## config.mk

```make
export PLATFORM = sky130hd
export DESIGN_NAME = bps_front_flat
export DESIGN_NICKNAME = d
export VERILOG_FILES = /design/src/hw/rtl/bps_pkg.sv /design/src/hw/rtl/bps_if.sv /design/src/hw/rtl/bps_front.sv /design/src/flat_wrapper.sv
export SDC_FILE = /design/constraint.sdc
export NUM_CORES = 1
export LEC_CHECK = 0
export ABC_AREA = 1
export BUFFER_PORTS_ARGS = -buffer_cell sky130_fd_sc_hd__buf_2
export CAP_MARGIN = 20
export CORE_ASPECT_RATIO = 0.75
export CORE_MARGIN = 10
export CORE_UTILIZATION = 40
export CTS_CLUSTER_DIAMETER = 200
export DETAILED_ROUTE_END_ITERATION = 10
export PLACE_DENSITY = 0.77
export SLEW_MARGIN = 20
export SYNTH_ARGS = -nofsm -noshare
export SYNTH_HDL_FRONTEND = slang
export SYNTH_SLANG_ARGS = --single-unit
```

## constraint.sdc

```tcl
create_clock -name clk -period 4.7 [get_ports clk]
set_clock_uncertainty 0.2 [all_clocks]
set_input_delay 1.41 -clock clk [delete_from_list [all_inputs] [get_ports clk]]
set_output_delay 1.41 -clock clk [all_outputs]
set_load 0.03 [all_outputs]
```

## src/hw/rtl/bps_pkg.sv

```systemverilog
// Shared constants, widths and the command type of the Brownian path step unit.
`default_nettype none

package bps_pkg;

    // Fraction bits of times, values and the drift and volatility registers.
    localparam int FRAC_BITS   = 16;
    // Fraction bits of the normal sample.
    localparam int SAMPLE_FRAC = 12;

    // Field widths.
    localparam int TIME_W   = 32;
    localparam int VALUE_W  = 32;
    localparam int SAMPLE_W = 16;
    localparam int DRIFT_W  = 32;
    localparam int VOL_W    = 31;

    // Square root of dt << FRAC_BITS: the radicand is padded to an even width.
    localparam int RAD_W  = TIME_W + FRAC_BITS + ((TIME_W + FRAC_BITS) % 2);
    localparam int ROOT_W = RAD_W / 2;
    localparam int REM_W  = ROOT_W + 3;
    localparam int CNT_W  = $clog2(ROOT_W);

    // Product and sum widths.
    localparam int DPROD_W = DRIFT_W + TIME_W + 1;
    localparam int VPROD_W = VOL_W + ROOT_W;
    localparam int VS_W    = VPROD_W - FRAC_BITS;
    localparam int VZ_W    = VS_W + 1 + SAMPLE_W;
    localparam int SUM_W   = 66;

    // Command queue between front and back.
    localparam int QUEUE_DEPTH = 2;
    localparam int QPTR_W      = $clog2(QUEUE_DEPTH);
    localparam int QCNT_W      = $clog2(QUEUE_DEPTH + 1);

    // Configuration register indexes.
    localparam logic REG_DRIFT = 1'b0;
    localparam logic REG_VOL   = 1'b1;

    // One classified item as handed from the front to the back.
    typedef struct packed {
        logic                       path_start;
        logic                       time_backward;
        logic        [TIME_W-1:0]   dt;
        logic signed [VALUE_W-1:0]  start_value;
        logic signed [SAMPLE_W-1:0] normal_sample;
    } cmd_t;

endpackage

`default_nettype wire

```

## src/hw/rtl/bps_if.sv

```systemverilog
// Channel interfaces for input items and result items.
`default_nettype none

interface bps_in_if;
    logic        valid;
    logic        ready;
    logic        path_start;
    logic [31:0] grid_time;
    logic signed [31:0] start_value;
    logic signed [15:0] normal_sample;

    modport source (output valid, output path_start, output grid_time,
                    output start_value, output normal_sample, input ready);
    modport sink (input valid, input path_start, input grid_time,
                  input start_value, input normal_sample, output ready);
endinterface


`default_nettype wire

```

## src/hw/rtl/bps_front.sv

```systemverilog
// Front end: accepts items, forms the time step and flags backward time.
`default_nettype none

module bps_front (
    input  wire logic     clk,
    input  wire logic     rst_n,
    bps_in_if.sink        item_in,
    input  wire logic     q_full,
    output logic          q_push,
    output bps_pkg::cmd_t q_data
);

    logic [bps_pkg::TIME_W-1:0] prev_time_reg, prev_time_next;
    logic                       accept;

    assign item_in.ready = !q_full;
    assign accept        = item_in.valid && !q_full;
    assign q_push        = accept;

    // Classify the item and compute dt against the previous grid time.
    always_comb
    begin
        q_data.path_start    = item_in.path_start;
        q_data.start_value   = item_in.start_value;
        q_data.normal_sample = item_in.normal_sample;
        q_data.dt            = '0;
        q_data.time_backward = 1'b0;
        if (!item_in.path_start)
        begin
            if (item_in.grid_time >= prev_time_reg)
            begin
                q_data.dt = item_in.grid_time - prev_time_reg;
            end
            else
            begin
                q_data.time_backward = 1'b1;
            end
        end
    end

    // Every accepted item becomes the previous time point.
    always_comb
    begin
        prev_time_next = prev_time_reg;
        if (accept)
        begin
            prev_time_next = item_in.grid_time;
        end
    end

    always_ff @(posedge clk or negedge rst_n)
    begin
        if (!rst_n)
        begin
            prev_time_reg <= '0;
        end
        else
        begin
            prev_time_reg <= prev_time_next;
        end
    end

endmodule

`default_nettype wire

```

## src/flat_wrapper.sv

```systemverilog
// flat-port wrapper written by rule: the top's interface ports become plain ports
module bps_front_flat 
  (clk, rst_n, q_full, q_push, q_data, item_in_valid, item_in_path_start, item_in_grid_time, item_in_start_value, item_in_normal_sample, item_in_ready);
  bps_in_if item_in_i ();
  input  wire logic clk;
  input  wire logic rst_n;
  input  wire logic q_full;
  output logic q_push;
  output bps_pkg::cmd_t q_data;
  input wire logic [$bits(item_in_i.valid)-1:0] item_in_valid;
  input wire logic [$bits(item_in_i.path_start)-1:0] item_in_path_start;
  input wire logic [$bits(item_in_i.grid_time)-1:0] item_in_grid_time;
  input wire logic [$bits(item_in_i.start_value)-1:0] item_in_start_value;
  input wire logic [$bits(item_in_i.normal_sample)-1:0] item_in_normal_sample;
  output wire logic [$bits(item_in_i.ready)-1:0] item_in_ready;
  assign item_in_i.valid = item_in_valid;
  assign item_in_i.path_start = item_in_path_start;
  assign item_in_i.grid_time = item_in_grid_time;
  assign item_in_i.start_value = item_in_start_value;
  assign item_in_i.normal_sample = item_in_normal_sample;
  assign item_in_ready = item_in_i.ready;
  bps_front u_core (.clk(clk), .rst_n(rst_n), .item_in(item_in_i), .q_full(q_full), .q_push(q_push), .q_data(q_data));
endmodule
```

Word-level counts from Yosys, hierarchy flattened
Index checks and enable logic that the tools add are counted.
- bits in registers: 32
- logic and storage cells: 8
- output and inout bits: 84
- input bits: 85
- $lt $le $gt $ge: 1
- add/sub/neg operators: 1
- multiplexer cells: 3
- reductions and logical operators: 2
- operators with widths (cell ; count):
    2-to-1 mux 33 bit ; 1
    greater-or-equal comparator 32 bit ; 1
    2-to-1 mux 32 bit ; 1
    subtractor 32 bit ; 1
    logical AND 1 bit ; 1
    zero test 1 bit ; 1
    2-to-1 mux 1 bit ; 1

Logic depth before layout (Yosys ltp)
- depth after elaboration: 3
- gate-level depth with buffers: 15

Worst setup path before layout
No wires, ideal clock.
- path kind: input -> output
- start point: input item_in_grid_time[0]
- end point: output q_data[51] (netlist name)
- arrival: 3.278 ns
- setup slack: -0.188 ns
- buffers on the path: 1
- stages: 15
- cell sequence: inv_1 ha_1 fa_1 inv_1 nand2_1 nand2_1 nand3_1 nand2_2 nand2_1 nand3_1 nand2_1 nand2_2 nand2_4 buf_6 nor2_1
- RTL lines (element ; line ; RTL):
    start: declaration ; flat_wrapper.sv:12 ; input wire logic [$bits(item_in_i.grid_time)-1:0] item_in_grid_time;
    end: declaration ; flat_wrapper.sv:9 ; output bps_pkg::cmd_t q_data;

==> reports/results.txt <==
Run status: complete, but fails checks
Failing checks: setup timing
Crit-path slowest cell: fa_2
Routability cong.: 0.926
Starting density of the core: 0.406
Synth unique cells: 27
Max VDD drop: 158 uV
Post-Route WL: 14300 um
Syn_nets: 883
Drt drc: 0
Hold crit path type: register to register
HP Start: u_core.prev_time_reg[26]
Initial antenna violation count: 0
Post-synth top cells: nand2_1 (273), inv_1 (152), nor2_1 (63)
Final nets: 997
Mapped Area: 0.00439 mm^2
DR iter-0 viols: 381
GRT overflow: 0
Fin Hold WS: 0.341 ns
CTS tree: done
Share of layout cells above drive strength 1: 0.325
Critical path fanouts, max: 6
Mean Syn Cell Area: 5.74 um^2
Reg2reg setup slack: 3.77 ns
Ys async rst share: 1.00
Register area share after synthesis: 0.182
ANT cells: 0
PwrDens: 321 mW/mm^2
Seq cells post-synth: 32
DIE AREA: 0.0156 mm^2
Max Cap Viol: 0
Die Wd: 141 um
First-pass GRT wire length: 22600 um
Die H: 111 um
Crit-path most repeated cell: nand2_2
Largest net degree at the start of global routing: 61
Setup-failing EPs final: 33
Synth area leader: nand2_1
Post-synth EDFFs: 0
Total Routing Usage GR: 0.173
Peak Freq: 204 MHz
Cells after synthesis: 765
Synth Flop Type: dfrtp_1
CP required: 3.09 ns
Hold Violations, Final: 0
Relative slew margins: 0.475
Top post-synthesis cells by area: nand2_1 (23%), dfrtp_1 (18%), inv_1 (13%), ha_1 (9.1%), buf_4 (8.4%)
Final worst slack: -0.201 ns
Hold-fix buffers, CTS: 0
Cell row count: 33
Setup crit start: item_in_grid_time[0]
Yosys top cell area share: 0.233
Io pins: 169
Crit path arrival time: 3.29 ns
Number of global-route vias before repair: 4668
Via count: 4841
Total CTS buffers: 5
CTS H-tree depth: 2
Area grow syn2layout: 44.5%
Final min period: 4.90 ns
CP cell instances: buf_6 -> inv_4 -> ha_4 -> fa_2 -> inv_2 -> nand2_2 -> nand2_2 -> nand3_2 -> nand2_2 -> nand2_2 -> nand3_2 -> nand2_2 -> nand2_4 -> nand2_8 -> clkbuf_16 -> nor2_4 -> buf_6
Max FFs per register: 32
CP Launch Type: input port
RSZ-0062 raised after global routing: true
Clk buf depth: 2
Clock transition at path regs: 0.05 ns
Avg WL per Cell: 14.0 um
# clock sinks: 32
Worst-Skew Late Latency: 0.28 ns
Crit share post-route: 1.04
FF-to-FF Start: u_core.prev_time_reg[11]
Pleak: 3.39 nW
Via density: 4.75
Input/output buffers: 72
Final Slew Violations: 0
Crit end category: output port
Drt pass-1 iters: 5
Setup CP Type: input port to output port
Post-placement worst setup slack: -0.295 ns
YS warnings: 0
Crit-path max cell delay: 0.40 ns
Core area: 0.0108 mm^2
Tightest Pin Transition: 0.787 ns
CTS root buffer: clkbuf_16
Count leader, synth: nand2_1
Post-route ant nets: 0
HPWL Detailed: 10600 um
cell type report:
| type | count | area [um^2] |
|---|---|---|
| fill | 1010 | 4470 |
| multi-input combinational | 519 | 3260 |
| timing repair buffer | 166 | 1370 |
| sequential | 32 | 801 |
| inverter | 155 | 584 |
| tap | 140 | 175 |
| clock buffer | 8 | 146 |
worst paths after layout:
path	to	cells after the start
worst max-delay path	q_data[49]	17
max in group asynchronous	u_core.prev_time_reg[12]	1
min in group asynchronous	u_core.prev_time_reg[30]	1
worst max register to register	u_core.prev_time_reg[11]	2
worst min-delay path	u_core.prev_time_reg[26]	2
worst min register to register	u_core.prev_time_reg[26]	2
per-stage QoR:
stage / util / TNS, ns / cell area (um^2) / power (W) / instances
global placement: 0.483 / -5.86 / 5220 / 0.00138 / 1002
floorplan: - / -1.45 / 4470 / 0.00108 / 765
detailed placement: 0.483 / -8.18 / 5220 / 0.00139 / 1002
CTS: 0.566 / -1.64 / 6120 / 0.00195 / 1017
global route: 0.586 / -8.76 / 6340 / 0.00217 / 1020
finish: 0.586 / -5.25 / 6340 / 0.00204 / 1020
critical path: cells and delay by family:
kind,cells,cell delay [ns]
fa+ha+maj,2,0.55
buf+inv,5,0.52
simple gates,10,0.79
layer usage:
layer / share of wire / global-route usage / wire length (um) / vias up
met5: 0 / 0 / 0 / -
met4: 0.012 / 0.0295 / 170 / 0
met3: 0.065 / 0.0402 / 931 / 23
met2: 0.43 / 0.261 / 6170 / 161
met1: 0.49 / 0.246 / 7010 / 2189
li1: - / - / - / 2468
layout by cell type (no fill, tap or decap), types with 6 or more instances in the layout:
master / synthesis / routed
a21oi_1: 20 / 12
a21oi_2: 0 / 7
and2_1: 6 / 6
buf_2: 1 / 38
buf_4: 49 / 88
buf_6: 3 / 34
clkbuf_16: 0 / 6
dfrtp_1: 32 / 32
ha_1: 32 / 11
ha_4: 0 / 21
inv_1: 152 / 150
nand2_1: 273 / 254
nand2_2: 4 / 20
nand3_1: 25 / 20
nand4_1: 10 / 10
nor2_1: 63 / 40
nor2_4: 3 / 39
o21ai_0: 33 / 33
xnor2_1: 13 / 8
repair_timing:
item / 4_1_cts / 5_1_grt
endpoints found under the setup margin: 33 / 33
endpoints found under the hold margin: 0 / 0
pin swaps: 5 / 13
gates cloned: 2 / 1
gates resized for setup: 145 / 37
setup buffers: 5 / 2
power by group:
part / total, W / internal (W) / switching [W] / leakage, nW
registers: 0.000323 / 0.000311 / 0.0000118 / 0.394
logic: 0.00138 / 0.000595 / 0.000781 / 2.93
clock network: 0.000338 / 0.000211 / 0.000127 / 0.0712
logic make-up (layout without fill, tap and decap cells):
logic type	after synthesis	count (layout)	synth area share
xor gates and xnor gates	15	15	0.0299
buffers and inverters	214	329	0.230
adders and majority gates	33	33	0.0958
DFF	32	32	0.182
AOI/OAI and AO/OA	55	55	0.0638
and+or+nand+nor	416	416	0.398
Power figures use the tool's default switching activity.
