**config.mk**
```make
export PLATFORM = sky130hd
export DESIGN_NAME = bps_queue
export DESIGN_NICKNAME = d
export VERILOG_FILES = /design/src/hw/rtl/bps_pkg.sv /design/src/hw/rtl/bps_queue.sv
export SDC_FILE = /design/constraint.sdc
export NUM_CORES = 1
export LEC_CHECK = 0
export BUFFER_PORTS_ARGS = -buffer_cell sky130_fd_sc_hd__buf_2
export CAP_MARGIN = 20
export CORE_MARGIN = 2
export CORE_UTILIZATION = 35
export DETAILED_ROUTE_END_ITERATION = 8
export PLACE_DENSITY = 0.69
export SLEW_MARGIN = 30
export SYNTH_ARGS = -nofsm -noshare
export SYNTH_HDL_FRONTEND = slang
export SYNTH_SLANG_ARGS = --single-unit
export TNS_END_PERCENT = 20
```
**constraint.sdc**
```tcl
create_clock -name clk -period 4.91 [get_ports clk]
set_clock_uncertainty 0.1 [all_clocks]
set_input_delay 0.2455 -clock clk [delete_from_list [all_inputs] [get_ports clk]]
set_output_delay 0.2455 -clock clk [all_outputs]
set_load 0.01 [all_outputs]
```
**src/hw/rtl/bps_pkg.sv**
```systemverilog
// Shared constants, widths and the command type of the Brownian path step unit.
`default_nettype none

package bps_pkg;

    // Fraction bits of times, values and the drift and volatility registers.
    localparam int FRAC_BITS   = 16;
    // Fraction bits of the normal sample.
    localparam int SAMPLE_FRAC = 12;

    // Field widths.
    localparam int TIME_W   = 32;
    localparam int VALUE_W  = 32;
    localparam int SAMPLE_W = 16;
    localparam int DRIFT_W  = 32;
    localparam int VOL_W    = 31;

    // Square root of dt << FRAC_BITS: the radicand is padded to an even width.
    localparam int RAD_W  = TIME_W + FRAC_BITS + ((TIME_W + FRAC_BITS) % 2);
    localparam int ROOT_W = RAD_W / 2;
    localparam int REM_W  = ROOT_W + 3;
    localparam int CNT_W  = $clog2(ROOT_W);

    // Product and sum widths.
    localparam int DPROD_W = DRIFT_W + TIME_W + 1;
    localparam int VPROD_W = VOL_W + ROOT_W;
    localparam int VS_W    = VPROD_W - FRAC_BITS;
    localparam int VZ_W    = VS_W + 1 + SAMPLE_W;
    localparam int SUM_W   = 66;

    // Command queue between front and back.
    localparam int QUEUE_DEPTH = 2;
    localparam int QPTR_W      = $clog2(QUEUE_DEPTH);
    localparam int QCNT_W      = $clog2(QUEUE_DEPTH + 1);

    // Configuration register indexes.
    localparam logic REG_DRIFT = 1'b0;
    localparam logic REG_VOL   = 1'b1;

    // One classified item as handed from the front to the back.
    typedef struct packed {
        logic                       path_start;
        logic                       time_backward;
        logic        [TIME_W-1:0]   dt;
        logic signed [VALUE_W-1:0]  start_value;
        logic signed [SAMPLE_W-1:0] normal_sample;
    } cmd_t;

endpackage

`default_nettype wire

```
**src/hw/rtl/bps_queue.sv**
```systemverilog
// Short command queue between the front and the back.
`default_nettype none

module bps_queue (
    input  wire logic          clk,
    input  wire logic          rst_n,
    input  wire logic          push,
    input  wire bps_pkg::cmd_t push_data,
    output logic               full,
    input  wire logic          pop,
    output bps_pkg::cmd_t      pop_data,
    output logic               not_empty
);

    bps_pkg::cmd_t                     mem_reg [bps_pkg::QUEUE_DEPTH];
    logic [bps_pkg::QPTR_W-1:0]        wr_ptr_reg, wr_ptr_next;
    logic [bps_pkg::QPTR_W-1:0]        rd_ptr_reg, rd_ptr_next;
    logic [bps_pkg::QCNT_W-1:0]        count_reg, count_next;
    logic                              do_push, do_pop;

    assign full      = (count_reg == bps_pkg::QCNT_W'(bps_pkg::QUEUE_DEPTH));
    assign not_empty = (count_reg != '0);
    assign do_push   = push && !full;
    assign do_pop    = pop && not_empty;
    assign pop_data  = mem_reg[rd_ptr_reg];

    // Pointer and fill count update.
    always_comb
    begin
        wr_ptr_next = wr_ptr_reg;
        rd_ptr_next = rd_ptr_reg;
        count_next  = count_reg;
        if (do_push)
        begin
            wr_ptr_next = (wr_ptr_reg == bps_pkg::QPTR_W'(bps_pkg::QUEUE_DEPTH - 1)) ?
                          '0 : wr_ptr_reg + 1'b1;
        end
        if (do_pop)
        begin
            rd_ptr_next = (rd_ptr_reg == bps_pkg::QPTR_W'(bps_pkg::QUEUE_DEPTH - 1)) ?
                          '0 : rd_ptr_reg + 1'b1;
        end
        if (do_push && !do_pop)
        begin
            count_next = count_reg + 1'b1;
        end
        else if (do_pop && !do_push)
        begin
            count_next = count_reg - 1'b1;
        end
    end

    always_ff @(posedge clk or negedge rst_n)
    begin
        if (!rst_n)
        begin
            wr_ptr_reg <= '0;
            rd_ptr_reg <= '0;
            count_reg  <= '0;
        end
        else
        begin
            wr_ptr_reg <= wr_ptr_next;
            rd_ptr_reg <= rd_ptr_next;
            count_reg  <= count_next;
        end
    end

    // Storage needs no reset.
    always_ff @(posedge clk)
    begin
        if (do_push)
        begin
            mem_reg[wr_ptr_reg] <= push_data;
        end
    end

endmodule

`default_nettype wire

```
After elaboration in Yosys (flattened, before gate mapping)
Memories as Yosys holds them, arrays and structs flattened.
Index checks and enable logic that the tools add are counted.
{"block": "totals", "n_memories": 1, "reg_bits": 4, "word_cells": 24, "ramBits": 164, "inputBits": 86, "out_inout_bits": 84}
{"block": "classes", "addsub": 4, "n_reduce_logical": 9, "n_eq_ne": 1, "muxes": 6}
{"memory": "mem_reg", "depth": 2, "width": 82, "read_ports": 1, "rd_clocked_by_memory_dff": 0, "wr": 1, "line": "bps_queue.sv:15", "rtl": "bps_pkg::cmd_t mem_reg [bps_pkg::QUEUE_DEPTH];"}
{"operator": "1-bit logical AND", "count": 4}
{"operator": "1-bit two-way mux", "count": 4}
{"operator": "2-bit two-way mux", "count": 2}
{"operator": "2-bit nonzero test", "count": 2}
{"operator": "1-bit zero test", "count": 3}
{"operator": "1-bit adder (second input constant)", "count": 2}
{"operator": "2-bit by 1-bit adder with 2-bit output (second input constant)", "count": 1}
{"operator": "2-bit equality test (second input constant)", "count": 1}
{"operator": "2-bit by 1-bit subtractor with 2-bit output (second input constant)", "count": 1}

Longest topological paths before layout
Gate-level depths: netlist of run 1.
{"block": "logic_depth", "ltp_word": 7, "mapped_depth": 7, "mapped_depth_nobuf": 7}

Worst setup path after synthesis of run 1
Ideal clock, no wire load.
{"block": "synth_timing", "path_type": "register to register", "startpoint": "register count_reg[0] (netlist bit)", "endpoint": "memory mem_reg[0][0] (netlist bit) (enable)", "setup_slack_ns": 0.245, "arrival_ns": 4.043, "n_path_buf": 0, "path_stages_with_launch": 4, "required_time_ns": 4.287, "period_less_slack_ns": 4.665, "setup_ns": 0.523, "path_cell_list": "dfrtp_1 > nand2b_1 > nand2_1 > nor2_1"}
{"block": "synth_via", "elab_chain_len": 5}
{"item": "start: declaration", "line": "bps_queue.sv:18", "rtl": "logic [bps_pkg::QCNT_W-1:0] count_reg, count_next;"}
{"item": "start signal: assignment", "line": "bps_queue.sv:65", "rtl": "count_reg <= count_next;"}
{"item": "2-bit equality test", "line": "bps_queue.sv:21", "rtl": "assign full = (count_reg == bps_pkg::QCNT_W'(bps_pkg::QUEUE_DEPTH));"}
{"item": "1-bit zero test", "line": "bps_queue.sv:23", "rtl": "assign do_push = push && !full;"}
{"item": "1-bit logical AND", "line": "bps_queue.sv:23"}
{"item": "1-bit two-way mux", "line": "bps_queue.sv:72", "rtl": "if (do_push)"}
{"item": "1-bit two-way mux (implied by the code)", "line": "bps_queue.sv:74", "rtl": "mem_reg[wr_ptr_reg] <= push_data;"}
{"item": "end: declaration", "line": "bps_queue.sv:15"}
Every way passes these cells.

==> results of run 1 <==
[what timing repair did]
item | 4_1_cts | 5_1_grt
hold endpoints to repair | 168 | 0
hold buffers | 83 | 0
resized for setup | 0 | 0
[cells by family after synthesis]
logic type	after synthesis	synth area share
buf+inv	11	0.0254
flops	168	0.777
simple gates	7	0.00523
xor+xnor	5	0.00677
mux	82	0.183
fa+ha+maj	1	0.00194
[layout make-up]
cell class,instances,area share
clock inverters,15,0.0177
flip-flops and latches,168,0.561
inverters,2,0.000838
clock buffers,17,0.0475
repair buffers,257,0.197
well taps,229,0.0320
multi-input cells,95,0.144
[worst min-delay path, cell delays in order]
cell	delay, ns
buf_2	0.10
nand2_1	0.10
xnor2_1	0.07
[power by group through the flow]
stage | registers [mW] | clock network, mW | logic (mW)
after floorplan | 2.08 | 0 | 1.17
after global placement | 2.07 | 0 | 1.55
after detailed placement | 2.08 | 0 | 1.61
after CTS | 2.05 | 1.35 | 1.67
after global routing | 2.07 | 1.41 | 1.76
final | 2.05 | 1.31 | 1.63
[routing by layer]
layer / track usage / vias up / part of all wire / routed length, µm
li1: - / 1616 / - / -
met1: 0.141 / 1690 / 0.40 / 4910
met2: 0.224 / 117 / 0.52 / 6420
met3: 0.0455 / 14 / 0.060 / 735
met4: 0.0468 / 0 / 0.015 / 187
met5: 0 / - / 0 / 0
[through the flow]
step	instances	hold WS, ns	power (mW)	utilization	cell area (µm²)
CTS	783	0.00307	5.06	0.497	8960
floorplan	274	-0.150	3.26	-	6460
global route	783	0.0376	5.25	0.497	8960
global placement	666	-0.0475	3.62	0.416	7490
finish	783	0.0360	4.99	0.497	8960
detailed placement	668	-0.0427	3.69	0.419	7550
[cells in the mapped netlist, types with 2 or more instances]
| cell | number | area [µm²] |
|---|---|---|
| mux2_4 | 70 | 1050 |
| inv_1 | 2 | 7.51 |
| nor2_1 | 2 | 7.51 |
| xnor2_1 | 3 | 26.3 |
| buf_12 | 7 | 140 |
| dfrtp_1 | 4 | 100 |
| xor2_1 | 2 | 17.5 |
| nand2_1 | 2 | 7.51 |
| edfxtp_1 | 164 | 4920 |
| mux2_2 | 12 | 135 |
[worst paths after layout]
check / from / endpoint / depth (start not counted)
max reg2reg: count_reg[0] / mem_reg[0][54] / 5
min: pop / rd_ptr_reg / 3
max in group asynchronous: rst_n / rd_ptr_reg / 2
max: rd_ptr_reg / pop_data[66] / 3
min reg2reg: count_reg[1] / count_reg[1] / 1
min in group asynchronous: rst_n / rd_ptr_reg / 2
==> summary.md, run 1 <==
| Metric | Value |
|---|---|
| Status | completed |
| Slew margin rel. | 0.432 |
| Net Sw Frac | 0.294 |
| Vias in the first global route | 3775 |
| Most frequent cells in the layout | 169 x buf_2, 164 x edfxtp_1, 83 x dlygate4sd3_1 |
| Post-synth top flop | edfxtp_1 |
| Leak | 3.59 nW |
| Yosys warns | 0 |
| Top-level port count | 170 |
| Worst-skew pair later-pin latency | 0.42 ns |
| Layout cell share with drive strength beyond 1 | 0.527 |
| Iter 0 DRT Violations | 158 |
| Fin crit share | 0.488 |
| Part of the power in registers | 0.410 |
| Endpoints failing setup | 0 |
| Core Area | 18000 µm² |
| # nets final | 628 |
| Synth Cell Area | 6460 µm² |
| Full die area | 19600 µm² |
| Placer Congestion | 0.700 |
| Seq/Total Area, Yosys | 0.777 |
| H-tree depth | 4 |
| Crit Path Max Fanout | 46 |
| Postcts setup bufs | 0 |
| Clock transition at path regs | 0.07 ns |
| Post-synth EDFFs | 164 |
| Cell at the slowest stage of the critical path | buf_4 |
| First drt pass iteration count | 4 |
| Average size of a mapped cell | 23.6 µm² |
| Dpl ws | 2.69 ns |
| CP Data Required Time | 4.56 ns |
| Total GRT Usage | 0.127 |
| Gate Count Post-Synth | 274 |
| Critical Path Sink Type | output port |
| Post-route ant nets | 0 |
| Setup TNS | 0 ns |
| Power Density | 556 nW/µm² |
| Filler Cells Inserted | 1527 |
| Crit path buffers/inverters | 2 |
| Worst Max-Slew Pin Slew | 0.852 ns |
| CP Launch Type | flop |
| Area occupied by registers | 5030 µm² |
| Root buf cell | clkbuf_16 |
| Largest net degree at the start of global routing | 48 |
| Cell family with most CP delay | buffers and inverters |
| WL per Instance | 15.6 µm |
| Net Sw Power | 1.46 mW |
| Data arrival time of the worst path | 2.05 ns |
| Combinational share of power | 0.327 |
| Crit-path cells | buf_4 > mux2_2 > buf_2 |
| Int Power | 3.52 mW |
| DRC | 0 |
| Via count | 3437 |
| # rows | 49 |
| Max Clock Freq | 0.417 GHz |
| R2r setup slk | 2.70 ns |
| Final max-slew violation count | 0 |
| WL final | 12300 µm |
| Clock group share of total power | 0.263 |
| Syn nets | 361 |
| Setup CP Type | flop to output port |
| Hold Fails Final Rpt | 0 |
| First-pass GRT wire length | 19000 µm |
| Initial antenna violation count | 0 |
| Synth async-reset ratio | 0.0238 |
| Commonest non-fill, non-tap cell in the layout | buf_2 |
| Die Wd | 140 µm |
| Max IR drop VDD | 0.376 mV |
| # clock sinks | 168 |
| Largest stage delay, worst path | 0.65 ns |
| Num CTS Buffers | 17 |
| Synth Register Bits | 168 |
| DIE HEIGHT | 140 µm |
| Max_cap viols | 0 |
| Max reg flops | 164 |
| Initial core utilization | 0.359 |
| Ant diodes | 0 |
| CTS tree | built |
| Hold Path Class | primary input to flop |
| Clock period minus worst slack | 2.40 ns |
| GRT overflow | 0 |
| Setup WS post-layout | 2.51 ns |
| HPWL after DPL | 7710 µm |
| Cell variety after synth | 16 |
| Unrepaired setup endpoints after global routing | no |
| Clock Path Buffers | 2 |
| Via density | 4.39 |
| PortBufs | 169 |
| Multi-input gate area | 1290 µm² |
| Layout area overhead | 38.6% |
Power figures use the tool's default switching activity.
==> run 2: changes to the inputs <==
- ABC_AREA: default -> 1
- PLACE_DENSITY: 0.69 -> 0.67
- clock period: 4.91 -> 2.39 ns (I/O delays scaled with it)
==> run 2 against run 1 <==
Effect of this change:
- synthesized cell count up 68%
- largest power group unchanged
- routed wire length rose by 6.4%
- count of clock-buffer cells in the layout up 2
- setup slack lost 2.2 ns
- register-to-register slack lost 2.1 ns
- highest routed layer unchanged
- total power increased by 94%
- cell count up 22%
- worst hold slack improved by 0.29 ns
==> summary.md, run 2 <==
| Metric | Value |
|---|---|
| Vias in the first global route | 4001 |
| Max IR drop VDD | 0.616 mV |
| Hold path start | push_data[73] |
| Initial antenna violation count | 0 |
| Largest cells by area after synthesis | edfxtp_1 79%, nand2_1 15%, buf_6 2.5% |
| # nets final | 809 |
| Hold Fails Final Rpt | 0 |
| Synth async-reset ratio | 0.0238 |
| Worst Max-Slew Pin Slew | 0.907 ns |
| Dpl ws | 0.662 ns |
| Seq/Total Area, Yosys | 0.803 |
| Commonest non-fill, non-tap cell in the layout | nand2_1 |
| Total GRT Usage | 0.137 |
| Crit Path Max Fanout | 83 |
| First drt pass iteration count | 4 |
| Cell variety after synth | 14 |
| Most numerous cell in the Yosys netlist | nand2_1 |
| Post-cts sizing count | 0 |
| Post-synthesis mux area share | 0 |
| CP Launch Type | flop |
| # rows | 48 |
| Final max-slew violation count | 0 |
| Num CTS Buffers | 17 |
| WL per Instance | 13.6 µm |
| Root buf cell | clkbuf_16 |
| Synth Area in Compound Gates | 0.000800 |
| Ant diodes | 0 |
| CP Data Required Time | 2.17 ns |
| Power Density | 1120 nW/µm² |
| Full die area | 19000 µm² |
| Filler Cells Inserted | 1471 |
| Unrepaired setup endpoints after global routing | no |
| PortBufs | 169 |
| Syn nets | 547 |
| Layout area overhead | 38.4% |
| R2r setup slk | 0.64 ns |
| Fin area | 8660 µm² |
| Most frequent cells in the layout | 257 x nand2_1, 169 x buf_2, 164 x edfxtp_1 |
| Yosys warns | 0 |
| Worst r2r src | count_reg[1] |
| Layout cell share with drive strength beyond 1 | 0.278 |
| Setup TNS | 0 ns |
| Clock Path Buffers | 2 |
| First-pass GRT wire length | 19600 µm |
| Placer Congestion | 0.778 |
| Fin crit share | 0.883 |
| Synth Register Bits | 168 |
| Initial core utilization | 0.360 |
| Slew margin rel. | 0.395 |
| DP Area | 7310 µm² |
| Top-level port count | 170 |
| Largest family of logic cells by synthesized area | simple AND/OR/NAND/NOR gates |
| Cell at the slowest stage of the critical path | buf_4 |
| Iter 0 DRT Violations | 194 |
| Gate Count Post-Synth | 460 |
| # clock sinks | 168 |
| Setup CP Type | flop to output port |
| Cell Count, Final, Fillers Out | 958 |
| Post-Synth XOR/XNOR Area | 0.00140 |
| HPWL after DPL | 7470 µm |
| Adder-Cell Fraction of Synth Area | 0.00200 |
| Hold WS | 0.326 ns |
| Largest stage delay, worst path | 0.71 ns |
| Top cell by count, worst path | nand2_1 |
| Endpoints failing setup | 0 |
| Max Clock Freq | 0.474 GHz |
| Reg2reg end | mem_reg[0][67] |
| Average size of a mapped cell | 13.6 µm² |
| Leak | 3.72 nW |
| Core Area | 17400 µm² |
| Clock period minus worst slack | 2.11 ns |
| Post-synth EDFFs | 164 |
| Setup WS post-layout | 0.280 ns |
| Inst Count DP | 842 |
| Clock transition at path regs | 0.06 ns |
| Die Wd | 138 µm |
| Hold Path End | mem_reg[1][73] |
| H-tree depth | 4 |
| Via density | 4.31 |
| Hold Path Class | primary input to flop |
| Post-Synth Simple-Gate Area | 0.159 |
| Status | completed |
| Max_cap viols | 0 |
| Via count | 4133 |
| Post-route ant nets | 0 |
| DRC | 0 |
| Synth top cells by count | 257 x nand2_1, 164 x edfxtp_1, 14 x buf_6, 7 x inv_1, 4 x dfrtp_1 |
| Fin util | 0.499 |
| Overall Power | 9.67 mW |
| GRT overflow | 0 |
| Worst-skew pair later-pin latency | 0.41 ns |
| Max reg flops | 164 |
| Synth area leader | edfxtp_1 |
| Critical Path Sink Type | output port |
| DIE HEIGHT | 138 µm |
| WL final | 13000 µm |
| Yosys top cell area share | 0.787 |
| Synth Cell Area | 6260 µm² |
| Hold depth | 2 |
| Post-synth top flop | edfxtp_1 |
| Largest net degree at the start of global routing | 84 |
| Path depth of the worst reg2reg path | 6 |
| Crit-path cells | buf_4 > nand2_1 > nand2_1 > buf_2 |
| CTS tree | built |
| Data arrival time of the worst path | 1.89 ns |
## run 2: layer usage
| metal | vias to the layer above | GRT usage | share of wire |
|---|---|---|---|
| li1 | 2070 | - | - |
| met2 | 126 | 0.236 | 0.50 |
| met5 | - | 0 | 0 |
| met4 | 0 | 0.0493 | 0.013 |
| met1 | 1925 | 0.162 | 0.42 |
| met3 | 12 | 0.0438 | 0.064 |
## run 2: worst max-delay path by stage
stage,end,cells past startpoint,slack (ns),from
2_1_floorplan,mem_reg[0][0],5,-0.48,count_reg[1]
3_3_place_gp,mem_reg[1][75],4,0.67,count_reg[1]
3_5_place_dp,mem_reg[0][69],6,0.66,count_reg[1]
4_1_cts,pop_data[41],4,0.24,rd_ptr_reg
5_1_grt,pop_data[4],4,0.10,rd_ptr_reg
6_report,pop_data[39],4,0.28,rd_ptr_reg
## run 2: power by group
part | switching (mW) | internal, mW
clock | 1.02 | 1.30
sequential | 0.142 | 4.02
combinational | 2.08 | 1.12
total | 3.24 | 6.43
## run 2: what timing repair did
action | 4_1_cts | 5_1_grt
endpoints found under the hold margin | 170 | 0
setup buffers | 0 | 0
endpoints found under the setup margin | 0 | 0
hold buffers | 86 | 0
## run 2: critical path: cells and delay by family, from the launching register on
kind,cells,cell delay (ns)
simple gates,2,0.25
buf+inv,2,0.84
flops,1,0.36
## run 2: area by class of cell
type	instances	area, µm²	share of cell area
Clock inverter	11	61.3	0.00708
Inverter	8	31.3	0.00361
Tap cell	225	282	0.0325
Clock buffer	19	433	0.0500
Timing Repair Buffer	261	1800	0.208
Multi-Input combinational cell	266	1030	0.118
Sequential cell	168	5030	0.580
## run 2: cells by family (layout without fill, tap and decap cells)
family,Yosys count,in the layout
compound gates,1,1
xor+xnor,1,1
fa+ha+maj,1,1
buf+inv,26,299
flops,168,168
simple gates,263,263
